==> src/gasp_pkg.sv <==
`default_nettype none

package gasp_pkg;

  // atlas geometry
  localparam int MAX_SHEETS = 16;
  localparam int SHEET_DIM  = 256;

  // field and storage widths
  localparam int CRD_W = 9;                        // coordinates and box extents
  localparam int SUM_W = CRD_W + 1;                // coordinate plus extent
  localparam int IDX_W = $clog2(MAX_SHEETS);       // sheet address
  localparam int CNT_W = $clog2(MAX_SHEETS + 1);   // sheet count, holds MAX_SHEETS

  // one input transaction
  typedef struct packed {
    logic [CRD_W-1:0] box_width;
    logic [CRD_W-1:0] box_height;
  } box_t;

  // one result transaction
  typedef struct packed {
    logic [3:0]       sheet_index;
    logic [CRD_W-1:0] place_x;
    logic [CRD_W-1:0] place_y;
    logic             opened_sheet;
    logic             atlas_full;
  } place_t;

  // per-sheet shelf record, one memory word
  typedef struct packed {
    logic [CRD_W-1:0] cursor_x;
    logic [CRD_W-1:0] top_y;
    logic [CRD_W-1:0] bottom_y;
  } shelf_t;

  // outcome of trying one sheet
  typedef struct packed {
    logic             hit;
    logic [CRD_W-1:0] place_x;
    logic [CRD_W-1:0] place_y;
    shelf_t           upd;
  } fit_t;

endpackage

`default_nettype wire

==> src/gasp_shelf_mem.sv <==
`default_nettype none

module gasp_shelf_mem (
  input  wire logic                       clk,
  input  wire logic                       we,
  input  wire logic [gasp_pkg::IDX_W-1:0] waddr,
  input  wire gasp_pkg::shelf_t           wdata,
  input  wire logic [gasp_pkg::IDX_W-1:0] raddr,
  output gasp_pkg::shelf_t                rdata
);

  // shelf records, one word per sheet
  gasp_pkg::shelf_t mem [gasp_pkg::MAX_SHEETS];

  // write port
  always_ff @(posedge clk) begin
    if (we) begin
      mem[waddr] <= wdata;
    end
  end

  // registered read port
  always_ff @(posedge clk) begin
    rdata <= mem[raddr];
  end

endmodule

`default_nettype wire

==> src/gasp_fit.sv <==
`default_nettype none

module gasp_fit (
  input  wire gasp_pkg::shelf_t                 cur,
  input  wire logic [gasp_pkg::CRD_W-1:0]       box_w,
  input  wire logic [gasp_pkg::CRD_W-1:0]       box_h,
  output gasp_pkg::fit_t                        fit
);

  localparam logic [gasp_pkg::SUM_W-1:0] DIM = gasp_pkg::SUM_W'(gasp_pkg::SHEET_DIM);

  logic [gasp_pkg::SUM_W-1:0] cx_sum;
  logic [gasp_pkg::SUM_W-1:0] ty_sum;
  logic [gasp_pkg::SUM_W-1:0] by_sum;
  logic [gasp_pkg::SUM_W-1:0] cx_adv;
  logic [gasp_pkg::SUM_W-1:0] w_adv;

  // extents reached by the box on this sheet
  assign cx_sum = {1'b0, cur.cursor_x} + {1'b0, box_w};
  assign ty_sum = {1'b0, cur.top_y} + {1'b0, box_h};
  assign by_sum = {1'b0, cur.bottom_y} + {1'b0, box_h};
  assign cx_adv = cx_sum + gasp_pkg::SUM_W'(1);
  assign w_adv  = {1'b0, box_w} + gasp_pkg::SUM_W'(1);

  // current shelf first, else a new shelf at the bottom extent
  always_comb begin
    if (cx_sum <= DIM) begin
      fit.hit          = (ty_sum <= DIM);
      fit.place_x      = cur.cursor_x;
      fit.place_y      = cur.top_y;
      fit.upd.cursor_x = cx_adv[gasp_pkg::CRD_W-1:0];
      fit.upd.top_y    = cur.top_y;
      fit.upd.bottom_y = (ty_sum > {1'b0, cur.bottom_y}) ? ty_sum[gasp_pkg::CRD_W-1:0]
                                                        : cur.bottom_y;
    end else begin
      fit.hit          = (by_sum <= DIM);
      fit.place_x      = '0;
      fit.place_y      = cur.bottom_y;
      fit.upd.cursor_x = w_adv[gasp_pkg::CRD_W-1:0];
      fit.upd.top_y    = cur.bottom_y;
      fit.upd.bottom_y = by_sum[gasp_pkg::CRD_W-1:0];
    end
  end

endmodule

`default_nettype wire

==> src/glyph_atlas_shelf_packer.sv <==
`default_nettype none

// First-fit shelf packer for glyph atlas sheets. Each box transaction gives
// exactly one place transaction: the sheet, the top-left offset and flags;
// a box wider or taller than a sheet, or one that fits no open sheet while
// all sheets are in use, comes back with atlas_full set and all other fields
// zero, and leaves the atlas untouched. Shelf records live in a synchronous
// memory with one read and one write port that is read one sheet per cycle
// in ascending order, so a box that lands on sheet k gets its result once
// sheets 0 to k have been read, and a box that opens a new sheet or finds
// the atlas full gets it once all N sheets in use have been read; oversized
// boxes skip the scan and go straight to the output register.
// One box is in work at a time; the next box is accepted while the previous
// result still waits in the output register. No clearing pass is needed
// after reset: only opened sheets are ever read, and opening writes them.
module glyph_atlas_shelf_packer (
  input  wire logic              clk,
  input  wire logic              rst,
  input  wire logic              box_valid,
  output logic                   box_stall,
  input  wire gasp_pkg::box_t    box,
  output logic                   place_valid,
  input  wire logic              place_stall,
  output gasp_pkg::place_t       place
);

  typedef enum logic [2:0] {
    ST_IDLE = 3'b001,
    ST_SCAN = 3'b010,
    ST_FIN  = 3'b100
  } state_t;

  localparam logic [gasp_pkg::SUM_W-1:0] DIM = gasp_pkg::SUM_W'(gasp_pkg::SHEET_DIM);
  localparam logic [gasp_pkg::CNT_W-1:0] SHEETS_MAX =
    gasp_pkg::CNT_W'(gasp_pkg::MAX_SHEETS);

  // rejected box: only the full flag set
  localparam gasp_pkg::place_t RES_FULL = '{sheet_index: '0, place_x: '0, place_y: '0,
                                           opened_sheet: 1'b0, atlas_full: 1'b1};

  state_t                       state;
  logic [gasp_pkg::CNT_W-1:0]   sheets_in_use;
  logic [gasp_pkg::CNT_W-1:0]   issue_cnt;
  logic                         rvalid;
  logic [gasp_pkg::IDX_W-1:0]   ridx;
  logic [gasp_pkg::CRD_W-1:0]   box_w;
  logic [gasp_pkg::CRD_W-1:0]   box_h;
  gasp_pkg::place_t             res;

  logic                         box_acc;
  logic                         oversize;
  logic                         hit_now;
  logic                         scan_end;
  logic                         issue;
  logic                         open_new;
  logic                         at_limit;
  logic                         mem_we;
  logic [gasp_pkg::IDX_W-1:0]   mem_waddr;
  gasp_pkg::shelf_t             mem_q;
  gasp_pkg::shelf_t             eval_cur;
  gasp_pkg::fit_t               fit;
  logic                         load_out;

  // shelf record storage
  gasp_shelf_mem u_mem (
    .clk   (clk),
    .we    (mem_we),
    .waddr (mem_waddr),
    .wdata (fit.upd),
    .raddr (issue_cnt[gasp_pkg::IDX_W-1:0]),
    .rdata (mem_q)
  );

  // a fresh sheet looks like an all-zero record
  assign eval_cur = rvalid ? mem_q : '0;

  gasp_fit u_fit (
    .cur   (eval_cur),
    .box_w (box_w),
    .box_h (box_h),
    .fit   (fit)
  );

  // input side
  assign box_stall = (state != ST_IDLE);
  assign box_acc   = box_valid && !box_stall;
  assign oversize  = ({1'b0, box.box_width} > DIM) || ({1'b0, box.box_height} > DIM);

  // scan control: evaluate the record read last cycle, fetch the next one
  assign hit_now   = (state == ST_SCAN) && rvalid && fit.hit;
  assign scan_end  = (state == ST_SCAN) && !rvalid && (issue_cnt == sheets_in_use);
  assign issue     = (state == ST_SCAN) && !hit_now && (issue_cnt < sheets_in_use);
  assign at_limit  = (sheets_in_use == SHEETS_MAX);
  assign open_new  = scan_end && !at_limit;
  assign mem_we    = hit_now || open_new;
  assign mem_waddr = hit_now ? ridx : sheets_in_use[gasp_pkg::IDX_W-1:0];

  // output register frees as soon as the sink takes its transaction
  assign load_out = (state == ST_FIN) && (!place_valid || !place_stall);

  // control state
  always_ff @(posedge clk) begin
    if (rst) begin
      state         <= ST_IDLE;
      sheets_in_use <= '0;
      issue_cnt     <= '0;
      rvalid        <= 1'b0;
      place_valid   <= 1'b0;
    end else begin
      unique case (state)
        ST_IDLE: begin
          if (box_acc) begin
            state     <= oversize ? ST_FIN : ST_SCAN;
            issue_cnt <= '0;
            rvalid    <= 1'b0;
          end
        end
        ST_SCAN: begin
          rvalid <= issue;
          if (issue) begin
            issue_cnt <= issue_cnt + gasp_pkg::CNT_W'(1);
          end
          if (open_new) begin
            sheets_in_use <= sheets_in_use + gasp_pkg::CNT_W'(1);
          end
          if (hit_now || scan_end) begin
            state <= ST_FIN;
          end
        end
        ST_FIN: begin
          if (load_out) begin
            state <= ST_IDLE;
          end
        end
        default: begin
          state <= ST_IDLE;
        end
      endcase
      if (load_out) begin
        place_valid <= 1'b1;
      end else if (place_valid && !place_stall) begin
        place_valid <= 1'b0;
      end
    end
  end

  // payload registers
  always_ff @(posedge clk) begin
    if (box_acc) begin
      box_w <= box.box_width;
      box_h <= box.box_height;
      res   <= oversize ? RES_FULL : gasp_pkg::place_t'('0);
    end
    if (issue) begin
      ridx <= issue_cnt[gasp_pkg::IDX_W-1:0];
    end
    if (mem_we) begin
      res.sheet_index  <= 4'(mem_waddr);
      res.place_x      <= fit.place_x;
      res.place_y      <= fit.place_y;
      res.opened_sheet <= open_new;
      res.atlas_full   <= 1'b0;
    end else if (scan_end) begin
      res <= RES_FULL;
    end
    if (load_out) begin
      place <= res;
    end
  end

  // sheet count never runs past the atlas size
  a_in_use_bound: assert property (@(posedge clk) disable iff (rst)
    sheets_in_use <= SHEETS_MAX)
    else $error("sheet count above atlas size");

  // records are only fetched for sheets that were opened
  a_read_opened: assert property (@(posedge clk) disable iff (rst)
    rvalid |-> ({1'b0, ridx} < sheets_in_use))
    else $error("record read for an unopened sheet");

  // opening a sheet bumps the count by exactly one
  a_open_count: assert property (@(posedge clk) disable iff (rst)
    open_new |=> (sheets_in_use == $past(sheets_in_use) + gasp_pkg::CNT_W'(1)))
    else $error("sheet count did not follow an opened sheet");

  // a rejected box carries no placement
  a_full_clean: assert property (@(posedge clk) disable iff (rst)
    (place_valid && place.atlas_full) |->
      (!place.opened_sheet && place.sheet_index == '0 && place.place_x == '0 &&
       place.place_y == '0))
    else $error("rejected box carries placement fields");

  // the memory is written only while scanning
  a_write_scan: assert property (@(posedge clk) disable iff (rst)
    mem_we |-> (state == ST_SCAN))
    else $error("shelf record written outside a scan");

endmodule

`default_nettype wire
==> config.mk <==
export PLATFORM = sky130hd
export DESIGN_NAME = glyph_atlas_shelf_packer
export DESIGN_NICKNAME = d
export VERILOG_FILES = /design/src/gasp_pkg.sv /design/src/gasp_shelf_mem.sv /design/src/gasp_fit.sv /design/src/glyph_atlas_shelf_packer.sv
export SDC_FILE = /design/constraint.sdc
export NUM_CORES = 1
export LEC_CHECK = 0
export ABC_AREA = 1
export BUFFER_PORTS_ARGS = -buffer_cell sky130_fd_sc_hd__buf_2
export CAP_MARGIN = 30
export CORE_ASPECT_RATIO = 1.4
export CORE_MARGIN = 2
export CORE_UTILIZATION = 65
export CTS_BUF_LIST = sky130_fd_sc_hd__clkbuf_4 sky130_fd_sc_hd__clkbuf_8
export DETAILED_ROUTE_END_ITERATION = 10
export PLACE_DENSITY = 0.88
export SLEW_MARGIN = 20
export SYNTH_ARGS = -nofsm -noshare
export SYNTH_HDL_FRONTEND = slang
export SYNTH_SLANG_ARGS = --single-unit
==> constraint.sdc <==
create_clock -name clk -period 5.1 [get_ports clk]
set_input_delay 0.765 -clock clk [delete_from_list [all_inputs] [get_ports clk]]
set_output_delay 0.765 -clock clk [all_outputs]
set_load 0.005 [all_outputs]
======== Yosys cells after proc, flatten, opt, wreduce, memory -nomap -nowiden ========
Memories as Yosys holds them, arrays and structs flattened. A register that Yosys moved wholly into a read port is not among the register bits.
Cells that the tools add are included.
storage, ports and cells
  output and inout bits ................... 26
  register bits after elaboration ......... 85
  memories kept ........................... 1
  input bits .............................. 22
  bits in writable memories ............... 432
memories
  memory     depth  bits a word  rd ports  clocked after memory_dff  write ports  line                  RTL
  u_mem.mem  16     27           1         1                         1            gasp_shelf_mem.sv:13  gasp_pkg::shelf_t mem [gasp_pkg::MAX_SHEETS];
operators by class
  mux-type cells .......................... 22
  equal/unequal tests ..................... 10
  $add $sub $neg .......................... 7
  reduce and logical (&&, ||, !) cells .... 28
  order comparisons ....................... 7
operators with widths
  cell                                                   count
  2-to-1 mux 24 bit                                      3
  2-to-1 mux 46 bit                                      1
  adder 9 x 9 -> 10 bit                                  3
  <= comparator 10 x 9 -> 1 bit (second input constant)  3
  2-to-1 mux 27 bit                                      1
  adder 9 x 1 -> 9 bit (second input constant)           2
  greater-than comparator 9 bit (second input constant)  2
  2-to-1 mux 3 bit                                       4
  adder 5 x 1 -> 5 bit (second input constant)           2
  greater-than comparator 10 x 9 -> 1 bit                1
  logical AND 1 bit                                      10
  2-to-1 mux 5 bit                                       2
  one-hot mux 5 bit (2 select lines)                     1
  2-to-1 mux 9 bit                                       1
  one-hot mux 3 bit (3 select lines)                     1
  logical NOT 1 bit                                      6
  2-to-1 mux 1 bit                                       6
  inequality test 2 bit (second input constant)          3
  AND reduction 3 bit                                    2
  nonzero test 2 bit                                     3
  equality test 5 bit                                    1
  equality test 5 bit (second input constant)            1
  < comparator 5 bit                                     1
  logical OR 1 bit                                       4
  9 further kinds                                        10

======== Longest topological paths before layout ========
Gate-level depths: netlist of the first run.
  depth after elaboration ................. 11
  mapped depth ............................ 27

======== Modules after synthesis ========
A second synthesis of the first run with hierarchy kept.
unflattened totals
  cells, all modules ...................... 2,526
  area, all modules ....................... 25,116.6 µm²
by module, submodules not included
  module                    instances  area an instance (µm²)  cells each
  gasp_shelf_mem            1          19,064.5                1,791
  glyph_atlas_shelf_packer  1          3,791.1                 347
  gasp_fit                  1          2,260.9                 388

======== Worst setup path before layout of the first run ========
No wires, ideal clock.
  kind .................................... reg2reg
  start point ............................. register rvalid
  end point ............................... memory u_mem.mem[0][0] (netlist bit) (enable)
  path slack .............................. 0.496 ns
  period minus slack after synthesis ...... 4.604 ns
  required time ........................... 4.689 ns
  library setup time ...................... 0.411 ns
  data arrival time ....................... 4.193 ns
  path buffers ............................ 4
  stages on the path, launching flop included .. 24
  cells stage by stage .................... dfxtp_1 -> buf_6 -> buf_12 -> clkbuf_1 -> nand2_1 -> inv_1 -> ha_1 -> inv_1 -> fa_1 -> inv_1 -> nand3_1 -> nand2_1 -> a21oi_1 -> xor2_1 -> nor2_1 -> nand3_2 -> nand2_1 -> nand2_2 -> nand2_1 -> nand3_2 -> buf_6 -> o21ai_4 -> nand3_2 -> nor2_1
RTL lines
  element                   line                             RTL
  start: declaration        glyph_atlas_shelf_packer.sv:44   logic rvalid;
  start signal: assignment  glyph_atlas_shelf_packer.sv:119  rvalid <= issue;
  end: declaration          gasp_shelf_mem.sv:13

==> flow_metrics.py, run 1 <==
metrics = {
    "run_status": {
        "outcome": "complete, no violations",
    },
    "place": {
        "dpl_cell_area_um2": 23900,
        "portBuffers": 47,
        "place_hpwl_um": 33400,
        "gp_congestion": 0.912,
        "place_inst": 2247,
    },
    "global_routing": {
        "grt_max_degree": 193,
        "grt_overflow": 0,
        "antenna_found_initial": 1,
        "grt_pass1_vias": 15400,
        "grt_use_total": 0.306,
        "grt_pass1_wl_um": 84700,
    },
    "worst_setup_path": {
        "crit_slowest_cell": "nor2_4",
        "path_max_fanout": 16,
        "path_class": "register to register",
        "crit_chain": "nand2_1, inv_1, ha_1, inv_1, fa_1, inv_1, nand3_1, nand2_1, a21oi_1, xor2_1, nor2_1, nand3_2, nand2_1, nand2_2, nand2_1, nand3_2, buf_4, inv_4, nand2_2, nand2_2, nand2_1, nor2_4, buf_12",
        "worstPathArrival_ns": 4.92,
        "worstSetupStartpointType": "register",
        "worst_path_most_repeated_cell": "nand2_1",
        "critPathCaptureType": "register",
        "cp_data_required_time_ns": 5.42,
        "slowest_delay_ns": 0.60,
    },
    "layout": {
        "stdcell_count": 2385,
        "post-route-util": 0.729,
        "fin_area_um2": 25500,
        "syn2layout_area_growth_pct": 10.8,
        "final_nets": 1931,
        "drive_gt1_frac": 0.154,
    },
    "drt": {
        "wl_um": 56100,
        "drt_iter0_markers": 2185,
        "via_count": 15500,
        "ant_nets": 0,
        "post_drt_wl_per_cell_um": 23.5,
        "vias_per_cell": 6.49,
        "drc": 0,
        "first_pass_iters": 6,
    },
    "clock_tree": {
        "h-tree-depth": 3,
        "post_cts_buffers": 0,
        "clockRootBuffer": "clkbuf_8",
        "holdBufCountCts": 0,
        "clk_latency_ns": 0.65,
        "cts_tree": "built",
        "cts.sinks": 544,
        "clkTransAtPathRegs_ns": 0.07,
        "clockBufferDepth": 3,
        "cts_inserted_buffers": 74,
        "cts_resized": 0,
    },
    "floorplanning": {
        "die_y_um": 227,
        "die_w_um": 163,
        "boundaryPins": 48,
        "start_util": 0.658,
        "num_rows": 81,
        "die-area_um2": 36900,
        "design.core.area_um2": 35000,
    },
    "job": {
        "drv_cap": 0,
    },
    "sta": {
        "setup_viol": 0,
        "report.final.slew_viol_count": 0,
        "setup_tns_ns": 0,
        "hold_viol_final": 0,
        "timing.final.crit_period_ns": 4.60,
        "tightest_slew_ns": 1.22,
        "slew_headroom": 0.189,
        "max_freq_mhz": 217,
        "fin_hold_ws_ns": 0.325,
        "skew_ns": 0.0440,
        "period_share": 0.902,
        "rsz0062_at_grt": "no",
    },
    "synthesis": {
        "ys_types": 57,
        "synth_top_area_cell": "edfxtp_1",
        "ys_warn_count": 0,
        "synth_ff_type": "edfxtp_1",
        "synth_largest_type_area_fraction": 0.654,
        "synthesis.nets": 1861,
        "ys_seq_area_frac": 0.691,
        "synth_area_um2": 23000,
        "synth_edf_count": 501,
        "ys_top_cells_by_area": "edfxtp_1, dfxtp_1, mux2i_1",
        "syn_inst": 1799,
        "synthTopCellsByCount": "edfxtp_1, nor2_1, nand2_1",
        "ys_seq_elements": 544,
        "avgSynthCellArea_um2": 12.8,
        "synthArstFlopShare": 0,
        "yosysMostFrequentCell": "edfxtp_1",
    },
    "pwr": {
        "power_density_nw_per_um2": 361,
        "vdd_drop_max_uv": 243,
        "power_leakage_nw": 8.68,
    },
    "hold_path": {
        "holdCritPathClass": "input pin to register",
    },
}
## layer usage
layer / vias up / wire length (um) / share of wire / GRT usage
met5: - / 0 / 0 / 0
met4: 0 / 3330 / 0.059 / 0.200
met3: 228 / 5510 / 0.098 / 0.0587
met2: 1070 / 27300 / 0.49 / 0.499
met1: 7427 / 20000 / 0.36 / 0.374
li1: 6756 / - / - / -
## flip-flops by register name, summed over array words and instances, names as in the netlist
register       count
res               24
sheets_in_use      5
u_mem.mem        432
box_w              9
ridx               4
rvalid             1
place             24
box_h              9
issue_cnt          5
place_valid        1
u_mem.rdata       27
state              3
## cells by family (layout without fill, tap and decap cells)
| family | count (synthesis) | after routing | share of synthesized area |
|---|---|---|---|
| compound gates | 310 | 310 | 0.0905 |
| xor+xnor | 16 | 16 | 0.00674 |
| fa+ha+maj | 40 | 40 | 0.0224 |
| buf+inv | 201 | 330 | 0.0351 |
| flops | 544 | 544 | 0.691 |
| mux | 83 | 83 | 0.0361 |
| other cells | 0 | 1 | 0 |
| simple gates | 605 | 605 | 0.118 |
## final timing paths
| kind | from | to | slack, ns | cells after the start |
|---|---|---|---|---|
| max | rvalid$_SDFFE_PP0P_ | u_mem.mem[15][21]$_DFFE_PP_ | 0.50 | 23 |
| min | box[12] | box_w[3]$_DFFE_PP_ | 0.33 | 1 |
| max reg2reg | rvalid$_SDFFE_PP0P_ | u_mem.mem[15][21]$_DFFE_PP_ | 0.50 | 23 |
| min reg2reg | res[15]$_SDFFCE_PN0P_ | place[15]$_DFFE_PP_ | 0.42 | 0 |
## worst max-delay path: cells and delay by family (launching register included)
kind                       cells  cell delay, ns
and+or+nand+nor               13            2.13
AOI/OAI and AO/OA              1            0.09
DFF                            1            0.54
xor gates and xnor gates       1            0.17
adders and majority gates      2            0.58
buffers and inverters          6            0.75
## through the flow
stage | power (mW) | setup slack, ns
6_report | 9.20 | 0.501
5_1_grt | 9.46 | 0.186
4_1_cts | 9.21 | 0.321
3_5_place_dp | 5.83 | 0.368
3_3_place_gp | 5.80 | 0.640
2_1_floorplan | 5.57 | 0.496
## power breakdown
part           internal [mW]  leakage, nW  switching (mW)
Sequential              5.06         4.66          0.0538
Combinational          0.163         3.21           0.478
Clock                   1.83        0.808            1.61
Total                   7.06         8.68            2.15
## layout make-up
cell class / count / area, um^2
sequential: 544 / 15900
clock inverter: 32 / 255
multi-input combinational: 1054 / 6430
tap: 456 / 571
inverter: 109 / 414
antenna: 1 / 2.50
timing repair buffer: 86 / 638
fill: 2042 / 9460
clock buffer: 103 / 1280
## cell usage in the layout (no fill, tap or decap), drive strengths merged, types with 4 or more instances in the layout
master / n
xor2: 11
o221ai: 83
clkbuf: 103
inv: 109
nor3: 12
dfxtp: 43
o211ai: 23
nor3b: 4
edfxtp: 501
nand4: 11
ha: 38
nor2: 220
clkinv: 25
nand3: 99
bufinv: 4
a21oi: 40
o21ai: 130
xnor2: 5
nand2: 241
nand3b: 8
o32ai: 22
buf: 86
mux2i: 83
or2: 4
No activity file was read; power rests on OpenSTA's default activity.
==> run 2, diff against run 1 <==
Settings changed: ABC_AREA 1 to unset.
==> run 2 against run 1 <==
Via count is 18% lower. Sequential power barely moved. Clock skew shrank 0.0070 ns. Final cell count decreased by 21%. Combinational power decreased by 24%. Hold slack got worse by 0.0087 ns. Largest cell class unchanged.
==> flow_metrics.py, run 2 <==
metrics = {
    "pwr": {
        "power.switching_mw": 2.00,
        "seqPwrFrac": 0.556,
        "clkPwrFrac": 0.391,
        "power_density_nw_per_um2": 355,
        "p_comb_frac": 0.053,
        "swShare": 0.219,
        "p_int_mw": 7.14,
        "power_leakage_nw": 8.35,
        "vdd_drop_max_uv": 228,
    },
    "synthesis": {
        "ys_types": 87,
        "synth_area_um2": 22600,
        "synth_top_area_cell": "edfxtp_1",
        "synthTopCellsByCount": "edfxtp_1, mux4_2, nand2_1",
        "yosysMostFrequentCell": "edfxtp_1",
        "ys_warn_count": 0,
        "synthesis.nets": 1298,
        "ys_seq_area_frac": 0.702,
        "ys_seq_elements": 544,
        "ys_top_cells_by_area": "edfxtp_1, mux4_2, dfxtp_1",
        "synthArstFlopShare": 0,
        "avgSynthCellArea_um2": 18.3,
        "syn_inst": 1236,
        "synth_largest_type_area_fraction": 0.664,
        "synth_ff_type": "edfxtp_1",
        "synth_edf_count": 501,
    },
    "clock_tree": {
        "holdBufCountCts": 0,
        "clk_latency_ns": 0.65,
        "cts.sinks": 544,
        "clockBufferDepth": 3,
        "h-tree-depth": 3,
        "cts_inserted_buffers": 76,
        "cts_tree": "built",
        "post_cts_buffers": 0,
        "clkTransAtPathRegs_ns": 0.07,
        "clockRootBuffer": "clkbuf_8",
    },
    "sta": {
        "skew_ns": 0.0371,
        "slew_headroom": 0.359,
        "max_freq_mhz": 205,
        "tightest_slew_ns": 0.962,
        "setup_viol": 0,
        "period_share": 0.955,
        "rsz0062_at_grt": "no",
        "timing.final.crit_period_ns": 4.87,
        "hold_viol_final": 0,
        "report.final.slew_viol_count": 0,
        "fin_hold_ws_ns": 0.316,
    },
    "layout": {
        "stdcell_count": 1884,
        "top_register": "u_mem.mem",
        "final_nets": 1436,
        "post-route-util": 0.753,
        "fillers": 1793,
        "layout_commonest_cell": "edfxtp_1",
        "largest_register_ffs": 432,
        "drive_gt1_frac": 0.306,
        "syn2layout_area_growth_pct": 13.8,
        "diodes": 0,
        "top_regs": "u_mem.mem: 432 flops, u_mem.rdata: 27 flops",
        "most-common-layout-cells": "edfxtp_1, mux4_2, clkbuf_8, nand2_1",
    },
    "global_routing": {
        "grt_use_total": 0.302,
        "grt_pass1_vias": 13100,
        "grt_max_degree": 61,
        "grt_pass1_wl_um": 79400,
        "antenna_found_initial": 0,
        "grt_overflow": 0,
    },
    "worst_setup_path": {
        "cp_data_required_time_ns": 5.42,
        "r2r-end": "u_mem.mem[9][6]$_DFFE_PP_",
        "worst_path_most_repeated_cell": "ha_1",
        "cp.buffers_inverters": 1,
        "worstPathArrival_ns": 5.19,
        "crit_chain": "and2_1, ha_1, fa_1, a21oi_1, o22ai_1, o41ai_1, xor2_1, inv_1, ha_1, nand4_1, nor4_2, a21boi_0, o31a_1, nand2_4, mux2i_1, mux2i_4",
        "worstSetupStartpointType": "register",
        "cp_top_family": "compound AO/OA/AOI/OAI gates",
        "slowest_delay_ns": 0.48,
        "regToRegStartpoint": "rvalid$_SDFFE_PP0P_",
        "worstRegToRegCells": 16,
        "crit_slowest_cell": "fa_1",
        "path_class": "register to register",
        "path_max_fanout": 16,
        "r2r_slack_ns": 0.23,
        "critPathCaptureType": "register",
    },
    "drt": {
        "first_pass_iters": 5,
        "wl_met3_um": 4380,
        "ant_nets": 0,
        "wl_met1_um": 19500,
        "via_count": 12600,
        "drc": 0,
        "highest_layer": "met4",
        "post_drt_wl_per_cell_um": 28.3,
        "drt_iter0_markers": 1656,
        "dr_wl_met2_um": 27400,
        "vias_per_cell": 6.71,
        "wl_um": 53300,
    },
    "hold_path": {
        "hold_end": "box_w[7]$_DFFE_PP_",
        "hold_depth": 1,
        "holdCritPathClass": "input pin to register",
        "hold_start": "box[16]",
    },
    "floorplanning": {
        "die_w_um": 162,
        "start_util": 0.661,
        "boundaryPins": 48,
        "num_rows": 80,
        "design.core.area_um2": 34200,
        "die_y_um": 225,
        "die-area_um2": 36400,
    },
    "place": {
        "gp_congestion": 0.938,
        "place_hpwl_um": 32500,
        "portBuffers": 47,
        "place_inst": 1746,
    },
    "job": {
        "drv_cap": 0,
    },
    "run_status": {
        "outcome": "complete, no violations",
    },
}
## run 2: repair_timing
| item | in CTS | in global routing |
|---|---|---|
| hold endpoints to repair | 0 | 0 |
| endpoints found under the setup margin | 32 | 75 |
| gates resized for setup | 2 | 5 |
## run 2: cells by family after synthesis
logic type / Yosys count / share of synthesized area
DFF: 544 / 0.702
and+or+nand+nor: 203 / 0.0447
AOI/OAI and AO/OA: 167 / 0.0542
muxes: 153 / 0.143
buffers and inverters: 93 / 0.0180
adders and majority gates: 42 / 0.0238
xor gates and xnor gates: 34 / 0.0144
## run 2: how the worst max path moves through the flow
stage                   startpoint                          to  slack (ns)  cells after the start
3_5_place_dp   rvalid$_SDFFE_PP0P_  u_mem.mem[14][4]$_DFFE_PP_        0.06                     16
4_1_cts        rvalid$_SDFFE_PP0P_   u_mem.mem[2][8]$_DFFE_PP_        0.10                     16
6_report       rvalid$_SDFFE_PP0P_   u_mem.mem[9][6]$_DFFE_PP_        0.23                     16
2_1_floorplan  rvalid$_SDFFE_PP0P_  u_mem.mem[11][0]$_DFFE_PP_       -0.79                     17
3_3_place_gp   rvalid$_SDFFE_PP0P_   u_mem.mem[4][6]$_DFFE_PP_        -0.1                     16
5_1_grt        rvalid$_SDFFE_PP0P_   u_mem.mem[4][6]$_DFFE_PP_        0.09                     16
## run 2: per-layer routing
metal,track usage,up-vias
met5,0,-
met4,0.154,0
met3,0.0625,128
met2,0.492,714
met1,0.393,6490
li1,-,5307
## run 2: per-stage QoR
| stage | area (um^2) | power, mW | setup WS [ns] | setup TNS [ns] |
|---|---|---|---|---|
| finish | 25800 | 9.14 | 0.230 | 0 |
| global route | 25800 | 9.40 | 0.0911 | 0 |
| CTS | 25700 | 9.16 | 0.102 | 0 |
| detailed placement | 24100 | 5.63 | 0.0588 | 0 |
| global placement | 24000 | 5.61 | -0.0999 | -1.59 |
| floorplan | 22700 | 5.45 | -0.789 | -48.98 |
## run 2: cell type report
| class | count | area, um^2 | area share |
|---|---|---|---|
| sequential | 544 | 15900 | 0.618 |
| multi-input combinational | 599 | 6590 | 0.256 |
| clock buffer | 115 | 1430 | 0.0556 |
| timing repair buffer | 114 | 928 | 0.0360 |
| tap | 451 | 564 | 0.0219 |
| clock inverter | 22 | 190 | 0.00738 |
| inverter | 39 | 146 | 0.00568 |
## run 2: power by group through the flow
stage | Combinational (mW) | Sequential [mW] | Clock [mW]
floorplan | 0.290 | 5.16 | 0
global placement | 0.441 | 5.17 | 0
detailed placement | 0.462 | 5.17 | 0
CTS | 0.469 | 5.08 | 3.61
global route | 0.524 | 5.08 | 3.79
finish | 0.485 | 5.08 | 3.57
==> run 3, diff against run 2 <==
Settings changed: CELL_PAD_IN_SITES_DETAIL_PLACEMENT set to 0, CELL_PAD_IN_SITES_GLOBAL_PLACEMENT set to 1, CORE_UTILIZATION 65 to 57, PLACE_DENSITY 0.88 to 0.92, SKIP_CTS_REPAIR_TIMING set to 1.
==> run 3 against run 2 <==
Die area is 14% higher. Clock-buffer cell count fell by 9. Final cell count rose by 4.0%. Non-clock buffer count down 4. Largest cell class unchanged.
==> flow_metrics.py, run 3 (synthesized netlist as in run 2, its figures left out) <==
metrics = {
    "job": {
        "drv_cap": 0,
    },
    "worst_setup_path": {
        "path_class": "register to register",
        "cp_data_required_time_ns": 5.54,
        "worstPathArrival_ns": 5.25,
        "worstRegToRegCells": 17,
        "worstSetupStartpointType": "register",
        "r2r-end": "u_mem.mem[12][6]$_DFFE_PP_",
        "critPathCaptureType": "register",
        "regToRegStartpoint": "rvalid$_SDFFE_PP0P_",
        "r2r_slack_ns": 0.29,
        "path_max_fanout": 12,
    },
    "floorplanning": {
        "die_y_um": 240,
        "die_w_um": 172,
        "die-area_um2": 41400,
        "design.core.area_um2": 39300,
        "start_util": 0.576,
        "boundaryPins": 48,
        "num_rows": 86,
    },
    "sta": {
        "period_share": 0.944,
        "setup_viol": 0,
        "timing.final.crit_period_ns": 4.81,
        "setup_slack_ns": 0.288,
        "slew_headroom": 0.336,
        "rsz0062_at_grt": "no",
        "skew_ns": 0.0360,
        "tightest_slew_ns": 0.996,
        "report.final.slew_viol_count": 0,
        "hold_viol_final": 0,
        "max_freq_mhz": 208,
    },
    "clock_tree": {
        "clk_latency_ns": 0.64,
        "cts_tree": "built",
        "clockRootBuffer": "clkbuf_8",
        "h-tree-depth": 3,
        "clockBufferDepth": 3,
        "cts_inserted_buffers": 76,
        "cts.sinks": 544,
        "clkTransAtPathRegs_ns": 0.06,
    },
    "layout": {
        "top_regs": "u_mem.mem: 432 flops, u_mem.rdata: 27 flops",
        "top_register": "u_mem.mem",
        "fillers": 2514,
        "largest_register_ffs": 432,
        "post-route-util": 0.654,
        "multi_input_area_um2": 6590,
        "most-common-layout-cells": "edfxtp_1, mux4_2, clkbuf_8, nand2_1, buf_4",
        "drive_gt1_frac": 0.296,
        "seq_area_um2": 15900,
        "final_nets": 1432,
        "layout_commonest_cell": "edfxtp_1",
        "syn2layout_area_growth_pct": 13.4,
    },
    "drt": {
        "first_pass_iters": 8,
        "drc": 0,
        "vias_per_cell": 6.30,
        "post_drt_wl_per_cell_um": 26.6,
        "drt_iter0_markers": 1370,
        "via_count": 12300,
        "wl_um": 52100,
        "ant_nets": 0,
    },
    "run_status": {
        "outcome": "complete, no violations",
    },
    "pwr": {
        "vdd_drop_max_uv": 153,
        "total_power_mw": 8.96,
        "power_leakage_nw": 8.27,
        "power_density_nw_per_um2": 349,
    },
    "global_routing": {
        "grt_pass1_wl_um": 77700,
        "grt_overflow": 0,
        "antenna_found_initial": 2,
        "grt_pass1_vias": 12700,
        "grt_max_degree": 113,
        "grt_use_total": 0.261,
    },
    "place": {
        "portBuffers": 47,
        "dp_slack_ns": -0.143,
        "place_hpwl_um": 32600,
        "gp_congestion": 0.952,
    },
    "hold_path": {
        "hold_start": "box[10]",
        "holdCritPathClass": "input pin to register",
        "hold_end": "box_w[1]$_DFFE_PP_",
        "hold_depth": 1,
    },
}
[run 3: where the power goes]
part,switching (mW),internal [mW]
sequential,0.0460,5.04
combinational,0.335,0.150
clock,1.58,1.81
total,1.96,7.00
[run 3: worst max path at each step]
stage                         from                         end  cells past startpoint
2_1_floorplan  rvalid$_SDFFE_PP0P_  u_mem.mem[11][0]$_DFFE_PP_                     17
3_3_place_gp   rvalid$_SDFFE_PP0P_   u_mem.mem[4][6]$_DFFE_PP_                     14
3_5_place_dp   rvalid$_SDFFE_PP0P_   u_mem.mem[7][4]$_DFFE_PP_                     15
4_1_cts        rvalid$_SDFFE_PP0P_   u_mem.mem[5][4]$_DFFE_PP_                     15
5_1_grt        rvalid$_SDFFE_PP0P_   u_mem.mem[5][6]$_DFFE_PP_                     14
6_report       rvalid$_SDFFE_PP0P_  u_mem.mem[12][6]$_DFFE_PP_                     17
[run 3: layout make-up]
type | count | share of cell area
flip-flops and latches | 544 | 0.620
multi-input cells | 599 | 0.257
clock buffers | 106 | 0.0522
repair buffers | 110 | 0.0317
well taps | 528 | 0.0257
clock inverters | 30 | 0.00780
inverters | 39 | 0.00570
diodes | 3 | 0.000292
[run 3: metrics by stage]
| step | instance area, um^2 | hold slack (ns) | cells | setup TNS, ns |
|---|---|---|---|---|
| final | 25700 | 0.331 | 1959 | 0 |
| after CTS | 25600 | 0.293 | 1955 | -2.10 |
| after detailed placement | 24100 | 0.405 | 1819 | -2.28 |
| after global routing | 25700 | 0.308 | 1958 | 0 |
| after floorplan | 22700 | 0.400 | 1236 | -48.98 |
| after global placement | 24000 | 0.401 | 1815 | -3.94 |
[run 3: metal layers]
layer | share of wire | track usage | wire, um | up-vias
li1 | - | - | - | 5301
met2 | 0.51 | 0.434 | 26500 | 618
met3 | 0.077 | 0.0468 | 4000 | 124
met5 | 0 | 0 | 0 | -
met4 | 0.033 | 0.113 | 1720 | 0
met1 | 0.38 | 0.337 | 20000 | 6298
[run 3: worst max-delay path: stages, from the launching register on]
cell      delay [ns]
dfxtp_1         0.39
and2_1          0.20
ha_1            0.23
fa_1            0.47
a21oi_1         0.23
o22ai_1         0.10
o41ai_1         0.37
xor2_1          0.26
inv_1           0.07
ha_1            0.30
nand4_1         0.09
nor4_1          0.32
a21boi_0        0.21
o31a_1          0.37
nand2_4         0.13
mux2i_1         0.08
mux2i_1         0.46
buf_2           0.34
